File: config.mk
export PLATFORM = sky130hd
export DESIGN_NAME = grid_strip_index_generator
export DESIGN_NICKNAME = d
export VERILOG_FILES = /design/src/rtl/core/gsig_pkg.sv /design/src/rtl/core/grid_strip_index_generator.sv
export VERILOG_INCLUDE_DIRS = /design/src /design/src/rtl/core
export SDC_FILE = /design/constraint.sdc
export NUM_CORES = 1
export LEC_CHECK = 0
export ABC_CLOCK_PERIOD_IN_PS = 17500
export BUFFER_PORTS_ARGS = -buffer_cell sky130_fd_sc_hd__buf_2
export CAP_MARGIN = 25
export CORE_UTILIZATION = 60
export DETAILED_ROUTE_END_ITERATION = 8
export GPL_ROUTABILITY_DRIVEN = 0
export PLACE_DENSITY = 0.82
export SKIP_CTS_REPAIR_TIMING = 1
export SKIP_LAST_GASP = 1
export SYNTH_ARGS = -nofsm -noshare
export SYNTH_HDL_FRONTEND = slang
export SYNTH_SLANG_ARGS = --single-unit
File: constraint.sdc
create_clock -name clk_i -period 17.5 [get_ports clk_i]
set_input_delay 0.875 -clock clk_i [delete_from_list [all_inputs] [get_ports clk_i]]
set_output_delay 0.875 -clock clk_i [all_outputs]
set_load 0.005 [all_outputs]
File: src/rtl/core/grid_strip_index_generator_assert.svh
// Assertion macros shared by the strip index generator RTL.
`ifndef GRID_STRIP_INDEX_GENERATOR_ASSERT_SVH
`define GRID_STRIP_INDEX_GENERATOR_ASSERT_SVH

// Checked on every clock edge outside reset.
`define GSIG_ASSERT(lbl, prop, msg) \
  lbl: assert property (@(posedge clk_i) disable iff (!rst_ni) prop) else $error(msg);

// Checked on every clock edge, reset included.
`define GSIG_ASSERT_ALWAYS(lbl, prop, msg) \
  lbl: assert property (@(posedge clk_i) prop) else $error(msg);

`endif

File: src/rtl/core/gsig_pkg.sv
// Types and constants for the grid strip index generator.
`timescale 1ns / 1ps
`default_nettype none

package gsig_pkg;

  localparam int unsigned MAX_LOG2 = 10;
  localparam int unsigned LOG2_W   = 4;
  localparam int unsigned COORD_W  = MAX_LOG2 + 1;
  localparam int unsigned ROW_W    = COORD_W + 1;
  localparam int unsigned IDX_W    = 21;

  localparam logic [LOG2_W-1:0] GRID_LOG2_RESET = LOG2_W'(6);
  localparam logic [LOG2_W-1:0] GRID_LOG2_MAX   = LOG2_W'(MAX_LOG2);
  localparam logic [LOG2_W-1:0] GRID_LOG2_MIN   = LOG2_W'(1);

  localparam logic CMD_START   = 1'b0;
  localparam logic CMD_ADVANCE = 1'b1;

  typedef enum logic [1:0] {
    PH_TOP    = 2'd0,
    PH_BOTTOM = 2'd1,
    PH_DEGEN  = 2'd2
  } phase_e;

endpackage

`default_nettype wire

File: src/rtl/core/grid_strip_index_generator.sv
// Grid strip index generator: serpentine triangle-strip index stream.
`timescale 1ns / 1ps
`default_nettype none
`include "grid_strip_index_generator_assert.svh"

// The block walks a square grid of 2^n+1 vertices per side (n from grid_log2) as one
// serpentine triangle strip. A start request latches the level of detail (saturated
// to n) and produces no output; each advance request produces one row-major vertex
// index, and the final degenerate index of the strip carries last_o. Advances while no
// strip is running, and a write of grid_log2, which abandons a running strip, produce
// nothing. One request is taken every clock while the result is not stalled; a request
// passes an input register and the walk logic, and its index is loaded into the result
// register unless a stalled result still holds that register. The walk counters are
// updated in that step, so back-to-back advances run at full rate. Write grid_log2
// only while no request is in flight.
module grid_strip_index_generator
  import gsig_pkg::*;
(
  input  wire logic              clk_i,
  input  wire logic              rst_ni,

  input  wire logic              cfg_we_i,
  input  wire logic [LOG2_W-1:0] cfg_wdata_i,

  input  wire logic              in_valid_i,
  output logic                   in_stall_o,
  input  wire logic              command_i,
  input  wire logic [LOG2_W-1:0] level_i,

  output logic                   out_valid_o,
  input  wire logic              out_stall_i,
  output logic [IDX_W-1:0]       vertex_index_o,
  output logic                   last_o
);

  logic [LOG2_W-1:0]  grid_log2_q;

  logic               req_vld_q;
  logic               req_cmd_q;
  logic [LOG2_W-1:0]  req_level_q;

  logic               active_q, active_d;
  logic [LOG2_W-1:0]  level_held_q, level_held_d;
  logic [COORD_W-1:0] row_pos_q, row_pos_d;
  logic [COORD_W-1:0] col_pos_q, col_pos_d;
  phase_e             phase_q, phase_d;

  logic               out_vld_q;
  logic [IDX_W-1:0]   out_idx_q;
  logic               out_last_q;

  logic               adv;
  logic               proc;
  logic               res_vld;
  logic [IDX_W-1:0]   res_idx;
  logic               res_last;

  logic [LOG2_W-1:0]  n_eff;
  logic [LOG2_W-1:0]  lv;
  logic [LOG2_W-1:0]  lv_start;
  logic [COORD_W-1:0] span;
  logic [COORD_W-1:0] step;
  logic [COORD_W-1:0] col_c;
  logic [COORD_W-1:0] row_shr;
  logic               reverse;
  logic [COORD_W-1:0] col;
  logic [ROW_W-1:0]   row_top;
  logic [ROW_W-1:0]   row_bot;
  logic [ROW_W-1:0]   col_next;
  logic               col_done;
  logic [ROW_W:0]     row_after;
  logic               strip_done;

  function automatic logic [IDX_W-1:0] vidx(input logic [ROW_W-1:0]   row,
                                            input logic [COORD_W-1:0] c,
                                            input logic [LOG2_W-1:0]  n);
    logic [IDX_W-1:0] r;
    r = IDX_W'(row);
    return (r << n) + r + IDX_W'(c);
  endfunction

  // The pipeline moves whenever the result register is free or being drained.
  assign adv        = !(out_vld_q && out_stall_i);
  assign proc       = req_vld_q && adv;
  assign in_stall_o = req_vld_q && !adv;

  always_comb begin
    if (grid_log2_q < GRID_LOG2_MIN) begin
      n_eff = GRID_LOG2_MIN;
    end else if (grid_log2_q > GRID_LOG2_MAX) begin
      n_eff = GRID_LOG2_MAX;
    end else begin
      n_eff = grid_log2_q;
    end
  end

  assign lv       = (level_held_q > n_eff) ? n_eff : level_held_q;
  assign lv_start = (req_level_q > n_eff) ? n_eff : req_level_q;
  assign span     = COORD_W'(1) << n_eff;
  assign step     = COORD_W'(1) << lv;
  assign col_c    = (col_pos_q > span) ? span : col_pos_q;
  assign row_shr  = row_pos_q >> lv;
  // Odd row pairs run from the right edge back to the left.
  assign reverse  = row_shr[0];
  assign col      = reverse ? (span - col_c) : col_c;

  assign row_top    = {1'b0, row_pos_q};
  assign row_bot    = {1'b0, row_pos_q} + {1'b0, step};
  assign col_next   = {1'b0, col_c} + {1'b0, step};
  assign col_done   = col_next > {1'b0, span};
  assign row_after  = {1'b0, row_bot} + {2'b00, step};
  assign strip_done = row_after > {2'b00, span};

  always_comb begin
    active_d     = active_q;
    level_held_d = level_held_q;
    row_pos_d    = row_pos_q;
    col_pos_d    = col_pos_q;
    phase_d      = phase_q;
    res_vld      = 1'b0;
    res_idx      = '0;
    res_last     = 1'b0;

    if (proc) begin
      if (req_cmd_q == CMD_START) begin
        level_held_d = lv_start;
        row_pos_d    = '0;
        col_pos_d    = '0;
        phase_d      = PH_TOP;
        active_d     = 1'b1;
      end else if (active_q) begin
        res_vld   = 1'b1;
        col_pos_d = col_c;
        case (phase_q)
          PH_BOTTOM: begin
            res_idx = vidx(row_bot, col, n_eff);
            if (col_done) begin
              phase_d = PH_DEGEN;
            end else begin
              col_pos_d = col_next[COORD_W-1:0];
              phase_d   = PH_TOP;
            end
          end
          PH_DEGEN: begin
            // Repeat the last bottom vertex to stitch to the next row pair.
            res_idx = vidx(row_bot, reverse ? '0 : span, n_eff);
            if (strip_done) begin
              res_last = 1'b1;
              active_d = 1'b0;
            end
            row_pos_d = row_bot[COORD_W-1:0];
            col_pos_d = '0;
            phase_d   = PH_TOP;
          end
          default: begin
            res_idx = vidx(row_top, col, n_eff);
            phase_d = PH_BOTTOM;
          end
        endcase
      end
    end

    if (cfg_we_i) begin
      active_d = 1'b0;
    end
  end

  always_ff @(posedge clk_i or negedge rst_ni) begin
    if (!rst_ni) begin
      grid_log2_q  <= GRID_LOG2_RESET;
      req_vld_q    <= 1'b0;
      active_q     <= 1'b0;
      level_held_q <= '0;
      row_pos_q    <= '0;
      col_pos_q    <= '0;
      phase_q      <= PH_TOP;
      out_vld_q    <= 1'b0;
    end else begin
      if (cfg_we_i) begin
        grid_log2_q <= cfg_wdata_i;
      end
      if (!req_vld_q || adv) begin
        req_vld_q <= in_valid_i;
      end
      active_q     <= active_d;
      level_held_q <= level_held_d;
      row_pos_q    <= row_pos_d;
      col_pos_q    <= col_pos_d;
      phase_q      <= phase_d;
      if (adv) begin
        out_vld_q <= res_vld;
      end
    end
  end

  always_ff @(posedge clk_i) begin
    if (!req_vld_q || adv) begin
      req_cmd_q   <= command_i;
      req_level_q <= level_i;
    end
    if (adv) begin
      out_idx_q  <= res_idx;
      out_last_q <= res_last;
    end
  end

  assign out_valid_o    = out_vld_q;
  assign vertex_index_o = out_idx_q;
  assign last_o         = out_last_q;

  `GSIG_ASSERT(a_last_ends_strip, (out_vld_q && out_last_q) |-> !active_q,
               "strip still running after its last index")
  `GSIG_ASSERT(a_level_in_range, active_q |-> (level_held_q <= n_eff),
               "held level exceeds grid size")
  `GSIG_ASSERT(a_col_in_range, active_q |-> (col_pos_q <= span),
               "column walked past the grid edge")
  `GSIG_ASSERT(a_degen_at_edge, (active_q && phase_q == PH_DEGEN) |-> col_done,
               "degenerate index pending before the row pair reached its edge")

endmodule

`default_nettype wire
==> results.yml <==
place:
  hpwlAfterDp_mm: 24.2
  dp_cells: 1506
  portBuffers: 37
finish:
  utilization_pct: 66.7
  fillers: 1371
  layout.nets: 1455
  fin_cells: 1524
  area_growth_pct: 7.49
  drive_gt1_share_pct: 9.48
  diodes: 0
yosys:
  yosysMostFrequentCell: "nand2_1"
  synth-adder-area-share_pct: 18.6
  ys_top_cells_by_count: "132 x nand2_1, 122 x ha_1, 112 x nor2_1"
  synth_xor_area_share_pct: 5.65
  synth.cell_area_um2: 9930
  ys_ff_latch: 62
  synth_edf_count: 27
  synthSimpleGateAreaFrac_pct: 19.2
  async_reset_ff_share_pct: 56.5
  synth_flop_cell: "dfrtp_1"
  synth_area_leaders: "ha_1 15%, dfrtp_1 8.3%, edfxtp_1 8.2%, a21oi_1 5.4%, nand2_1 5.0%"
  synth_top_family_by_area: "compound AO/OA/AOI/OAI gates"
  synth_top_area_share_pct: 15.4
  synth-compound-area-share_pct: 27.8
  synthCells: 1286
  ys_seq_area_share_pct: 17.0
  yosysWarnings: 0
  yosysTopAreaCell: "ha_1"
  synth.area.mux_share_pct: 5.37
  synth.avg_cell_area_um2: 7.72
  ys_types: 92
floorplan:
  coreArea_um2: 16000
  die_y_um: 131
  start_util_pct: 62.1
  row_count: 46
  dieWidth_um: 131
  pin_count: 38
  die_area_um2: 17100
cts:
  clk_latency_ns: 0.35
  clk_pin_slew_ns: 0.06
  cts_tree: "built"
  cts_root_buf: "clkbuf_16"
  clock_path_buffers: 2
  htree_levels: 3
  cts.sink_count: 62
  cts_buffers: 9
sta:
  rsz0062_at_grt: "false"
  final.setup.tns_ns: 0
  skew_ns: 0.00606
  clock.fmax_ghz: 0.0948
  worstMarginPinSlew_ns: 0.996
  period_share_pct: 60.3
  drv_slew: 0
  finalHoldViolCount: 0
  max_slew_margin_pct: 33.6
  setup_viol: 0
  min_period_ns: 10.55
power:
  p_leak_nw: 4.81
  p_total_uw: 851
  powerDensity_nw_per_um2: 79.7
  ir_drop_v: 0.0000718
setup_path:
  cp_max_fo: 23
  crit_path_top_delay_cell: "dfstp_2"
  end_kind: "flip-flop"
  slowest_delay_ns: 0.80
  crit_required_ns: 17.61
  reg2reg_slack_ns: 6.95
  path_class: "flip-flop to flip-flop"
  cp.arrival_ns: 10.66
  cp-start-kind: "flip-flop"
worst_hold_path:
  hold_class: "flip-flop to flip-flop"
global_route:
  gr-total-overflow: 0
  grt_pass1_wl_mm: 48.7
  grt_max_degree: 45
  antenna_found_initial: 1
  grt_usage_pct: 37.4
  grt_pass1_vias: 9559
routing:
  drc_errors: 0
  detail_route.vias_per_cell: 6.75
  detail-route-antenna-nets: 0
  vias: 10300
  avgRoutedWirePerCell_um: 20.6
  first_iter_violations: 1360
  wirelength_mm: 31.4
  firstDrtPassIters: 6
run:
  maxCapViolCount: 0
run_status:
  outcome: "completed"
-- routing by layer --
| layer | track usage (%) | share of wire [%] | vias to the layer above |
|---|---|---|---|
| met5 | 0 | 0 | - |
| met4 | 23.7 | 6.7 | 0 |
| met3 | 10.1 | 12 | 184 |
| met2 | 56.7 | 43 | 650 |
| met1 | 47.1 | 39 | 4778 |
| li1 | - | - | 4682 |
-- kinds of logic after synthesis --
group / count (synthesis)
AOI/OAI and AO/OA: 406
other: 2
DFF: 62
and+or+nand+nor: 402
xor gates and xnor gates: 64
adders and majority gates: 138
buffers and inverters: 165
muxes: 47
-- stage by stage --
step	setup WS, ns	hold WS (ns)	area [um^2]
after floorplan	8.46	0.472	9940
after global placement	7.84	0.493	10300
after detailed placement	7.46	0.510	10300
after CTS	7.33	0.523	10600
after global routing	6.47	0.557	10700
final	6.95	0.527	10700
-- power by group --
group / total (mW) / internal [mW] / switching, mW / leakage [nW]
logic: 0.504 / 0.197 / 0.307 / 3.89
clock network: 0.176 / 0.107 / 0.0689 / 0.141
registers: 0.171 / 0.160 / 0.0107 / 0.782
-- placed cells by master, fill, tap and decap left out, types with 12 or more instances in the layout --
cell,count
buf_4,15
and3_1,12
nor3_1,24
mux2i_1,27
buf_2,37
dfrtp_1,33
o21ai_0,93
a21o_1,20
a21boi_0,13
nor2b_1,15
inv_1,111
o21a_1,33
fa_1,16
o22ai_1,18
nand3_1,22
xor2_1,14
mux2_2,16
nand2_1,132
nand4_1,16
nor2_1,112
nand2b_1,15
a21oi_1,107
edfxtp_1,27
ha_1,122
and2_1,15
xnor2_1,50
-- flip-flops by register name, indices dropped and copies added, names as in the netlist --
signal          cells
active_q            1
col_pos_q          11
grid_log2_q         4
last_o              1
level_held_q        4
out_valid_o         1
phase_q             2
req_cmd_q           1
req_level_q         4
req_vld_q           1
row_pos_q          11
vertex_index_o     21
-- worst max-delay path, delay by kind of cell (launching register included) --
kind	cells	cell delay [ns]
and+or+nand+nor	11	2.87
adders and majority gates	4	1.34
AOI/OAI and AO/OA	15	4.11
buffers and inverters	3	0.85
DFF	1	0.80
xor gates and xnor gates	2	0.31
-- worst paths after layout --
check                                            from                                to  cells past startpoint
setup / recovery           grid_log2_q[2]$_DFFE_PN1P_  vertex_index_o[13]$_SDFFCE_PN0N_                     35
hold / removal               col_pos_q[1]$_DFFE_PN0P_          col_pos_q[1]$_DFFE_PN0P_                      2
setup reg to reg           grid_log2_q[2]$_DFFE_PN1P_  vertex_index_o[13]$_SDFFCE_PN0N_                     35
hold reg to reg              col_pos_q[1]$_DFFE_PN0P_          col_pos_q[1]$_DFFE_PN0P_                      2
max in group asynchronous                      rst_ni             req_vld_q$_DFFE_PN0N_                      1
min in group asynchronous                      rst_ni          col_pos_q[3]$_DFFE_PN0P_                      1
-- cell type report --
cell class                      count  area, um^2  area share, %
Inverter                          113         424           3.97
Sequential cell                    62        1690           15.8
Multi-Input combinational cell   1063        7640           71.6
Clock buffer                       11         264           2.47
Timing Repair Buffer               54         353           3.31
Clock inverter                      5        30.0          0.281
Tap cell                          216         270           2.53
Note: power is estimated with default switching activity, not from simulation.
